### src/lwwc_pkg.sv
// ----------------------------------------------------------------------------
// lwwc_pkg
// Shared types, opcodes and colour expansion for the LCD window write
// controller.
// ----------------------------------------------------------------------------
`timescale 1ns / 1ps

package lwwc_pkg;

   // bus cycle kinds
   typedef enum logic [1:0] {
      ACT_COMMAND = 2'd0,
      ACT_BYTE    = 2'd1,
      ACT_WORD    = 2'd2
   } action_type;

   localparam logic [7:0] OP_SET_COLUMN     = 8'd42;
   localparam logic [7:0] OP_SET_PAGE       = 8'd43;
   localparam logic [7:0] OP_WRITE_START    = 8'd44;
   localparam logic [7:0] OP_WRITE_CONTINUE = 8'd60;

   localparam int unsigned PARAM_BYTES = 3;
   localparam logic [2:0]  PARAM_FULL  = 3'd4;
   localparam logic [7:0]  ALPHA_OPAQUE = 8'hFF;

   typedef struct packed {
      logic [1:0]  action;
      logic [15:0] value;
   } req_word_type;

   typedef struct packed {
      logic        pixel_valid;
      logic [15:0] pixel_x;
      logic [15:0] pixel_y;
      logic [31:0] pixel_color;
      logic        data_ignored;
   } rsp_word_type;

   // RGB565 to ARGB8888, low colour bits left at zero
   function automatic logic [31:0] rgb565_to_argb(input logic [15:0] v);
      rgb565_to_argb = {ALPHA_OPAQUE, v[15:11], 3'b000, v[10:5], 2'b00, v[4:0], 3'b000};
   endfunction

endpackage

### src/lwwc_if.sv
// ----------------------------------------------------------------------------
// lwwc_if
// Valid/ready channels for bus words in and pixel words out.
// ----------------------------------------------------------------------------
`timescale 1ns / 1ps

interface lwwc_req_if;
   logic                     valid;
   logic                     ready;
   lwwc_pkg::req_word_type   payload;

   modport source (output valid, output payload, input ready);
   modport sink   (input valid, input payload, output ready);
endinterface

interface lwwc_rsp_if;
   logic                     valid;
   logic                     ready;
   lwwc_pkg::rsp_word_type   payload;

   modport source (output valid, output payload, input ready);
   modport sink   (input valid, input payload, output ready);
endinterface

### src/lcd_window_write_controller.sv
// ----------------------------------------------------------------------------
// lcd_window_write_controller
// Every accepted bus word (command, data byte, data word or unused action)
// yields exactly one result word from the output register in the next cycle.
// Commands re-arm the parameter collector; column/page set commands take four
// bytes as a 16-bit start and end; data words under a memory write become
// ARGB8888 pixels at the running column/page pointer, which wraps at the
// window edge and stops past the last page. Throughput is one word per clock:
// the window state is updated in the accepting cycle, so the next word sees
// it at once, and req_chan.ready only drops while the output register holds
// a word that the sink is not taking.
// ----------------------------------------------------------------------------
`timescale 1ns / 1ps

module lcd_window_write_controller (
   input  logic       clock,
   input  logic       reset,
   lwwc_req_if.sink   req_chan,
   lwwc_rsp_if.source rsp_chan
);

   logic [7:0]  current_command_ff, current_command_in;
   logic [7:0]  param_bytes_ff [lwwc_pkg::PARAM_BYTES];
   logic [7:0]  param_bytes_in [lwwc_pkg::PARAM_BYTES];
   logic [2:0]  param_count_ff, param_count_in;
   logic        accepting_ff, accepting_in;
   logic [15:0] column_start_ff, column_start_in;
   logic [15:0] column_end_ff, column_end_in;
   logic [15:0] page_start_ff, page_start_in;
   logic [15:0] page_end_ff, page_end_in;
   logic [15:0] next_column_ff, next_column_in;
   logic [15:0] next_page_ff, next_page_in;
   logic        rsp_valid_ff, rsp_valid_in;
   lwwc_pkg::rsp_word_type rsp_data_ff, rsp_data_in;

   logic        req_accept;
   logic        rsp_accept;
   logic [7:0]  low_byte;
   logic        is_write;
   logic        collect_col;
   logic        collect_page;
   logic [15:0] col_inc;
   logic [15:0] page_inc;
   logic [15:0] got_start;
   logic [15:0] got_end;
   logic        got_last;

   assign req_chan.ready   = !rsp_valid_ff || rsp_chan.ready;
   assign req_accept       = req_chan.valid && req_chan.ready;
   assign rsp_accept       = rsp_valid_ff && rsp_chan.ready;
   assign rsp_chan.valid   = rsp_valid_ff;
   assign rsp_chan.payload = rsp_data_ff;

   assign low_byte = req_chan.payload.value[7:0];
   assign is_write = (current_command_ff == lwwc_pkg::OP_WRITE_START) ||
                     (current_command_ff == lwwc_pkg::OP_WRITE_CONTINUE);
   assign col_inc  = next_column_ff + 16'd1;
   assign page_inc = next_page_ff + 16'd1;

   // the fourth parameter byte completes a start/end pair
   assign got_start = {param_bytes_ff[0], param_bytes_ff[1]};
   assign got_end   = {param_bytes_ff[2], low_byte};
   assign got_last  = (param_count_ff >= 3'd3);

   always_comb begin
      current_command_in = current_command_ff;
      param_bytes_in     = param_bytes_ff;
      param_count_in     = param_count_ff;
      accepting_in       = accepting_ff;
      column_start_in    = column_start_ff;
      column_end_in      = column_end_ff;
      page_start_in      = page_start_ff;
      page_end_in        = page_end_ff;
      next_column_in     = next_column_ff;
      next_page_in       = next_page_ff;
      rsp_data_in        = '0;
      collect_col        = 1'b0;
      collect_page       = 1'b0;

      unique case (req_chan.payload.action) inside
         lwwc_pkg::ACT_COMMAND: begin
            accepting_in       = 1'b1;
            param_count_in     = 3'd0;
            current_command_in = low_byte;
            if (low_byte == lwwc_pkg::OP_WRITE_START) begin
               next_column_in = column_start_ff;
               next_page_in   = page_start_ff;
            end
         end
         lwwc_pkg::ACT_BYTE, lwwc_pkg::ACT_WORD: begin
            if (req_chan.payload.action == lwwc_pkg::ACT_WORD && is_write) begin
               if (accepting_ff) begin
                  rsp_data_in.pixel_valid = 1'b1;
                  rsp_data_in.pixel_x     = next_column_ff;
                  rsp_data_in.pixel_y     = next_page_ff;
                  rsp_data_in.pixel_color =
                     lwwc_pkg::rgb565_to_argb(req_chan.payload.value);
                  next_column_in = col_inc;
                  if (col_inc > column_end_ff) begin
                     next_column_in = column_start_ff;
                     next_page_in   = page_inc;
                     if (page_inc > page_end_ff) begin
                        accepting_in = 1'b0;
                     end
                  end
               end
            end else if (!is_write && current_command_ff == lwwc_pkg::OP_SET_COLUMN) begin
               collect_col = 1'b1;
            end else if (!is_write && current_command_ff == lwwc_pkg::OP_SET_PAGE) begin
               collect_page = 1'b1;
            end else begin
               rsp_data_in.data_ignored = 1'b1;
            end
         end
         default: begin
         end
      endcase

      if ((collect_col || collect_page) && accepting_ff) begin
         if (!got_last) begin
            param_bytes_in[param_count_ff[1:0]] = low_byte;
            param_count_in = param_count_ff + 3'd1;
         end else begin
            param_count_in = lwwc_pkg::PARAM_FULL;
            accepting_in   = 1'b0;
            if (collect_col) begin
               column_start_in = got_start;
               column_end_in   = got_end;
            end else begin
               page_start_in = got_start;
               page_end_in   = got_end;
            end
         end
      end

      if (req_accept) begin
         rsp_valid_in = 1'b1;
      end else if (rsp_accept) begin
         rsp_valid_in = 1'b0;
      end else begin
         rsp_valid_in = rsp_valid_ff;
      end
   end

   always_ff @(posedge clock) begin
      if (reset) begin
         current_command_ff <= 8'd0;
         param_count_ff     <= 3'd0;
         accepting_ff       <= 1'b1;
         column_start_ff    <= 16'd0;
         column_end_ff      <= 16'd0;
         page_start_ff      <= 16'd0;
         page_end_ff        <= 16'd0;
         next_column_ff     <= 16'd0;
         next_page_ff       <= 16'd0;
         rsp_valid_ff       <= 1'b0;
      end else begin
         rsp_valid_ff <= rsp_valid_in;
         if (req_accept) begin
            current_command_ff <= current_command_in;
            param_count_ff     <= param_count_in;
            accepting_ff       <= accepting_in;
            column_start_ff    <= column_start_in;
            column_end_ff      <= column_end_in;
            page_start_ff      <= page_start_in;
            page_end_ff        <= page_end_in;
            next_column_ff     <= next_column_in;
            next_page_ff       <= next_page_in;
         end
      end
   end

   // parameter bytes and result word carry no reset
   always_ff @(posedge clock) begin
      if (req_accept) begin
         param_bytes_ff <= param_bytes_in;
         rsp_data_ff    <= rsp_data_in;
      end
   end

   // ------------------------------------------------------------------------
   // checks
   // ------------------------------------------------------------------------
   a_one_kind: assert property (@(posedge clock) disable iff (reset)
      rsp_valid_ff |-> !(rsp_data_ff.pixel_valid && rsp_data_ff.data_ignored))
      else $error("pixel and ignored flags both set");

   a_idle_zero: assert property (@(posedge clock) disable iff (reset)
      (rsp_valid_ff && !rsp_data_ff.pixel_valid) |->
         (rsp_data_ff.pixel_x == 16'd0 && rsp_data_ff.pixel_y == 16'd0 &&
          rsp_data_ff.pixel_color == 32'd0))
      else $error("non-pixel word carries pixel fields");

   a_alpha: assert property (@(posedge clock) disable iff (reset)
      (rsp_valid_ff && rsp_data_ff.pixel_valid) |->
         rsp_data_ff.pixel_color[31:24] == lwwc_pkg::ALPHA_OPAQUE)
      else $error("pixel not opaque");

   a_count: assert property (@(posedge clock) disable iff (reset)
      param_count_ff <= lwwc_pkg::PARAM_FULL)
      else $error("parameter count out of range");

   a_cmd_taken: assert property (@(posedge clock) disable iff (reset)
      (req_accept && req_chan.payload.action == lwwc_pkg::ACT_COMMAND) |=>
         (current_command_ff == $past(req_chan.payload.value[7:0]) &&
          param_count_ff == 3'd0 && accepting_ff))
      else $error("command not latched");

endmodule

### src/flat_wrapper.sv
// flat-port wrapper written by rule: the top's interface ports become plain ports
module lcd_window_write_controller_flat 
  (clock, reset, req_chan_valid, req_chan_payload, req_chan_ready, rsp_chan_valid, rsp_chan_payload, rsp_chan_ready);
  lwwc_req_if req_chan_i ();
  lwwc_rsp_if rsp_chan_i ();
  input  logic clock;
  input  logic reset;
  input wire logic [$bits(req_chan_i.valid)-1:0] req_chan_valid;
  input wire logic [$bits(req_chan_i.payload)-1:0] req_chan_payload;
  output wire logic [$bits(req_chan_i.ready)-1:0] req_chan_ready;
  output wire logic [$bits(rsp_chan_i.valid)-1:0] rsp_chan_valid;
  output wire logic [$bits(rsp_chan_i.payload)-1:0] rsp_chan_payload;
  input wire logic [$bits(rsp_chan_i.ready)-1:0] rsp_chan_ready;
  assign req_chan_i.valid = req_chan_valid;
  assign req_chan_i.payload = req_chan_payload;
  assign req_chan_ready = req_chan_i.ready;
  assign rsp_chan_valid = rsp_chan_i.valid;
  assign rsp_chan_payload = rsp_chan_i.payload;
  assign rsp_chan_i.ready = rsp_chan_ready;
  lcd_window_write_controller u_core (.clock(clock), .reset(reset), .req_chan(req_chan_i), .rsp_chan(rsp_chan_i));
endmodule
### config.mk
export PLATFORM = sky130hd
export DESIGN_NAME = lcd_window_write_controller_flat
export DESIGN_NICKNAME = d
export VERILOG_FILES = /design/src/lwwc_pkg.sv /design/src/lwwc_if.sv /design/src/lcd_window_write_controller.sv /design/src/flat_wrapper.sv
export SDC_FILE = /design/constraint.sdc
export NUM_CORES = 1
export LEC_CHECK = 0
export BUFFER_PORTS_ARGS = -buffer_cell sky130_fd_sc_hd__buf_2
export CAP_MARGIN = 40
export CORE_MARGIN = 1
export CORE_UTILIZATION = 50
export CTS_BUF_LIST = sky130_fd_sc_hd__clkbuf_16
export CTS_CLUSTER_DIAMETER = 200
export DETAILED_ROUTE_END_ITERATION = 12
export GPL_TIMING_DRIVEN = 0
export PLACE_DENSITY = 0.74
export SYNTH_ARGS = -nofsm -noshare
export SYNTH_HDL_FRONTEND = slang
export SYNTH_SLANG_ARGS = --single-unit
### constraint.sdc
create_clock -name clock -period 3.4 [get_ports clock]
set_input_delay 0.68 -clock clock [delete_from_list [all_inputs] [get_ports clock]]
set_output_delay 0.68 -clock clock [all_outputs]
set_load 0.01 [all_outputs]
Word-level counts from Yosys, hierarchy flattened
Index checks and enable logic that the tools add are counted.

word-level totals
  bits in registers = 199
  input port bits = 22
  word-level logic and storage cells = 103

operators by class
  $add $sub $neg = 3
  order comparisons = 5
  equal/unequal tests = 11
  mux-type cells = 34
  bitwise logic cells = 4
  reduce and logical (&&, ||, !) cells = 27

operator list
  kind                                                                                 number
  16-bit two-way mux                                                                   8
  65-bit two-way mux                                                                   1
  16-bit case mux with 2 select lines                                                  2
  8-bit by 6-bit equality test with 1-bit output, second input constant                5
  16-bit by 1-bit adder with 16-bit output, second input constant                      2
  16-bit > comparator                                                                  2
  24-bit bitwise mux                                                                   1
  8-bit demux with 2-bit select                                                        1
  1-bit two-way mux                                                                    16
  3-bit two-way mux                                                                    3
  8-bit two-way mux                                                                    1
  4-bit AND reduction                                                                  2
  1-bit logical AND                                                                    7
  2-bit by 1-bit inequality test with 1-bit output, second input constant              3
  2-bit AND reduction                                                                  3
  3-bit AND reduction                                                                  2
  6-bit AND reduction                                                                  1
  2-bit nonzero test                                                                   3
  5-bit AND reduction                                                                  1
  3-bit by 1-bit adder with 3-bit output, second input constant                        1
  3-bit by 2-bit greater-or-equal comparator with 1-bit output, second input constant  1
  3-bit greater-or-equal comparator, second input constant                             1
  1-bit logical OR                                                                     3
  3-bit by 1-bit < comparator with 1-bit output, second input constant                 1
  other kinds (10)                                                                     13

Depth between registers and ports, before layout
  depth after elaboration = 12
  depth in mapped cells = 16

Worst setup path before layout
OpenSTA, ideal clock, no wires.

  path kind = reg2reg
  start = register u_core.next_column_ff[0]
  end = register u_core.next_page_ff[13]
  library setup time = 0.132 ns
  data arrival time = 3.540 ns
  required time = 3.268 ns
  path slack = -0.272 ns
  stages on the path, launching flop included = 17
  buffers on the path = 4
  cells stage by stage = dfxtp_1 -> ha_1 -> nand3_1 -> or2_2 -> clkbuf_1 -> nor4_1 -> xor2_1 -> ha_1 -> nand4_2 -> or3_1 -> and4_4 -> buf_6 -> a31o_1 -> buf_6 -> buf_2 -> a211oi_1 -> o32ai_1

between the ends
  longest elaborated chain between the ends = 4

RTL lines
  element                                                            RTL line                            source
  start, declared                                                    lcd_window_write_controller.sv:31   logic [15:0] next_column_ff, next_column_in;
  start signal, assigned                                             lcd_window_write_controller.sv:167  next_column_ff <= next_column_in;
  16-bit by 1-bit adder with 16-bit output                           lcd_window_write_controller.sv:57   assign col_inc = next_column_ff + 16'd1;
  16-bit > comparator                                                lcd_window_write_controller.sv:99   if (col_inc > column_end_ff) begin
  2-bit by 1-bit inequality test with 1-bit output (no source line)  --
  6-bit AND reduction (no source line)                               --
  end signal, assigned                                               lcd_window_write_controller.sv:168  next_page_ff <= next_page_in;
  end, declared                                                      lcd_window_write_controller.sv:32   logic [15:0] next_page_ff, next_page_in;

No other way between the ends.
A chain may end at the register's enable or synchronous reset.

Final worst setup path
  start = register u_core.next_column_ff[0]
  end = register u_core.next_column_ff[3]

between the ends
  longest elaborated chain between the ends = 6

RTL lines
  element                                       RTL line                           source
  16-bit by 1-bit adder with 16-bit output (*)  lcd_window_write_controller.sv:57
  16-bit > comparator                           lcd_window_write_controller.sv:99
  16-bit two-way mux (*)                        lcd_window_write_controller.sv:99
  16-bit two-way mux (*)                        lcd_window_write_controller.sv:92  if (accepting_ff) begin
  16-bit two-way mux (*)                        lcd_window_write_controller.sv:91  if (req_chan.payload.action == lwwc_pkg::ACT_WORD && is_write) begin
  16-bit case mux with 2 select lines (*)       lcd_window_write_controller.sv:80  unique case (req_chan.payload.action) inside

Mark *: on every way between the ends. The rest lies on a longest branch, timed or not. The select of a mux whose other input is x is not followed.

==> flow_summary.ini <==
[yosys]
synthTopCellsByArea = edfxtp_1, dfxtp_1, nand2_1
avgSynthCellArea_sq_um = 9.45
synth_top_area_share_pct = 25.0
yosysTopAreaCell = edfxtp_1
synth_most_common_cell = nand2_1
synth-edff-count = 74
ys_warn_count = 0
synth_cells = 940
syn_area_sq_um = 8890
synth_common_cells = nand2_1, dfxtp_1, a21oi_1, edfxtp_1, and2_1
yosysSeqAreaShare_pct = 49.6
ys_seq_elements = 183
synth_cell_types = 68
synth_async_sr_flop_share_pct = 0
synth_top_flop_cell = dfxtp_1

[sta]
setup_viol = 29
max_clock_freq_mhz = 287
drv_slew = 0
fin_ws_ns = -0.0787
final-hold-violation-count = 0
skew_ns = 0.00983
fin_crit_sh_pct = 102
max_slew_margin_pct = 33.5
tightest_slew_ns = 0.997
grt_setup_unrepaired = yes
min_period_ns = 3.48

[clock_network]
htree_num_levels = 4
cts.path.max_buffers = 2
path_clk_slew_ns = 0.07
cts_tree = done
cts_buffers = 17
insertion_delay_ns = 0.43
cts.sinks = 183
root_buffer = clkbuf_16

[drt]
wirelength_mm = 25.9
antenna_left = 0
dr_wl_met3_mm = 1.95
dr.pass1.iters = 7
drt_iter0_drc = 870
wl_met2_mm = 12.1
vias = 7770
post_drt_wl_per_cell_um = 19.7
highest_layer = met4
met1_length_mm = 10.6
drcViolationCount = 0
avgViaCountPerCell = 5.91

[status]
status = finished with violations
violations = setup timing

[floorplanning]
die_w_um = 135
core_sq_um = 17300
die_h_um = 135
die-area_sq_um = 18300
io_pins = 90
start_util_pct = 51.4
num_rows = 48

[cells_and_area]
postLayoutCoreUtil_pct = 64.5
drive_above_1_share_pct = 23.6
seqCellArea_sq_um = 4430
multi_input_area_sq_um = 4470
fin_nets = 1141
stdcell_count = 1315
syn2layout_area_growth_pct = 25.6
antenna_cells = 0
num-fill-cells = 1384

[placed_design]
dp_cells = 1255
place_ws_ns = -0.570
dp_hpwl_mm = 17.0
place_congestion = 0.929
port_buffers = 81

[power]
p_leak_nw = 4.28
power_density_nw_per_um2 = 428
vdd_drop_max_v = 0.000366

[worst_setup_path]
critPathArrivalTime_ns = 3.80
worstSetupEndpointType = flip-flop
required_ns = 3.72
worstPathMaxFanout = 9
critPathKind = reg2reg
start_kind = flip-flop

[global_route]
overflow = 0
grt_max_degree = 35
grt_usage_pct = 27.2
grt_antenna_before_repair = 0
grt_pass1_vias = 6778
grt_pass1_wl_mm = 37.1

[flow_run]
cap_violations = 0

[worst_hold_path]
hp-class = reg2reg
## per-stage QoR
step | power, mW | TNS [ns] | cell area, sq um | hold slack, ns
2_1_floorplan | 2.60 | 0 | 8960 | 0.427
3_3_place_gp | 2.74 | -30.14 | 9650 | 0.437
3_5_place_dp | 2.75 | -20.63 | 9680 | 0.441
4_1_cts | 4.72 | -0.000390 | 10600 | 0.450
5_1_grt | 4.90 | -3.66 | 11200 | 0.467
6_report | 4.77 | -1.08 | 11200 | 0.447
## cell usage in the layout, fill, tap and decap left out, types with 6 or more instances in the layout
cell type / count
clkbuf_1: 32
a21oi_1: 88
ha_1: 35
nand3_1: 16
nor2_1: 43
a32oi_1: 7
conb_1: 8
mux2i_1: 11
o311ai_1: 9
o21a_1: 6
ha_4: 7
nor3_1: 11
xor2_1: 9
edfxtp_1: 74
o211ai_1: 8
o21ai_0: 9
nand4_1: 14
nand2_1: 167
dfxtp_1: 98
buf_2: 96
nor4_1: 6
buf_4: 42
inv_1: 46
nor4_4: 10
clkbuf_16: 21
and3_1: 10
and2_1: 51
xnor2_1: 12
dfxtp_2: 6
## layer usage
metal | vias up | GRT usage (%)
li1 | 3553 | -
met1 | 3705 | 35.7
met2 | 405 | 43.5
met3 | 107 | 4.68
met4 | 0 | 13.4
met5 | - | 0
## layout make-up
cell class / instances / share of cell area (%)
clock buffer: 17 / 3.81
clock inverter: 15 / 1.45
inverter: 44 / 1.48
sequential: 183 / 39.7
multi-input combinational: 643 / 40.1
buffer: 72 / 3.93
timing repair buffer: 116 / 7.00
tap: 225 / 2.52
## critical path, cell delays in order, from the launching register on
cell,delay (ns)
dfxtp_4,0.39
buf_6,0.12
nand3_4,0.12
buf_4,0.17
nor3_4,0.18
and3_4,0.26
xor2_4,0.22
ha_4,0.18
nand4_1,0.20
nor4_4,0.35
a21bo_4,0.28
a31o_1,0.23
buf_8,0.17
clkbuf_16,0.17
o311ai_1,0.32
## power breakdown
| part | total, mW | leakage, nW | internal [mW] | switching [mW] |
|---|---|---|---|---|
| Combinational | 0.440 | 2.38 | 0.162 | 0.278 |
| Sequential | 2.34 | 1.61 | 2.32 | 0.0232 |
| Clock | 1.99 | 0.295 | 1.15 | 0.844 |
## what timing repair did
item	4_1_cts	5_1_grt
hold buffers	0	0
gates cloned	0	4
pin swaps	21	41
setup buffers	12	17
gates resized for setup	51	52
endpoints found under the setup margin	33	38
## sequential cells by signal, indices dropped and copies added (netlist names), 16 cells and up
register / count
u_core.next_page_ff: 16
u_core.page_start_ff: 16
u_core.column_end_ff: 16
u_core.rsp_chan.payload: 50
u_core.next_column_ff: 16
u_core.page_end_ff: 16
u_core.column_start_ff: 16
u_core.got_start: 16
## path summary, 6_finish.rpt
check                           cells after the start  slack, ns                  endpoint                      from
worst min register to register                      2       0.45   u_core.column_end_ff[5]   u_core.column_end_ff[5]
worst min-delay path                                2       0.45   u_core.column_end_ff[5]   u_core.column_end_ff[5]
worst max-delay path                               14      -0.08  u_core.next_column_ff[3]  u_core.next_column_ff[0]
worst max register to register                     14      -0.08  u_core.next_column_ff[3]  u_core.next_column_ff[0]
## kinds of logic after synthesis
family,after synthesis,share of synthesized area [%]
flops,183,49.6
xor+xnor,28,2.76
compound gates,179,13.2
fa+ha+maj,42,5.91
simple gates,375,20.9
mux,11,1.24
other cells,1,0.0422
buf+inv,121,6.42
Power figures use the tool's default switching activity.
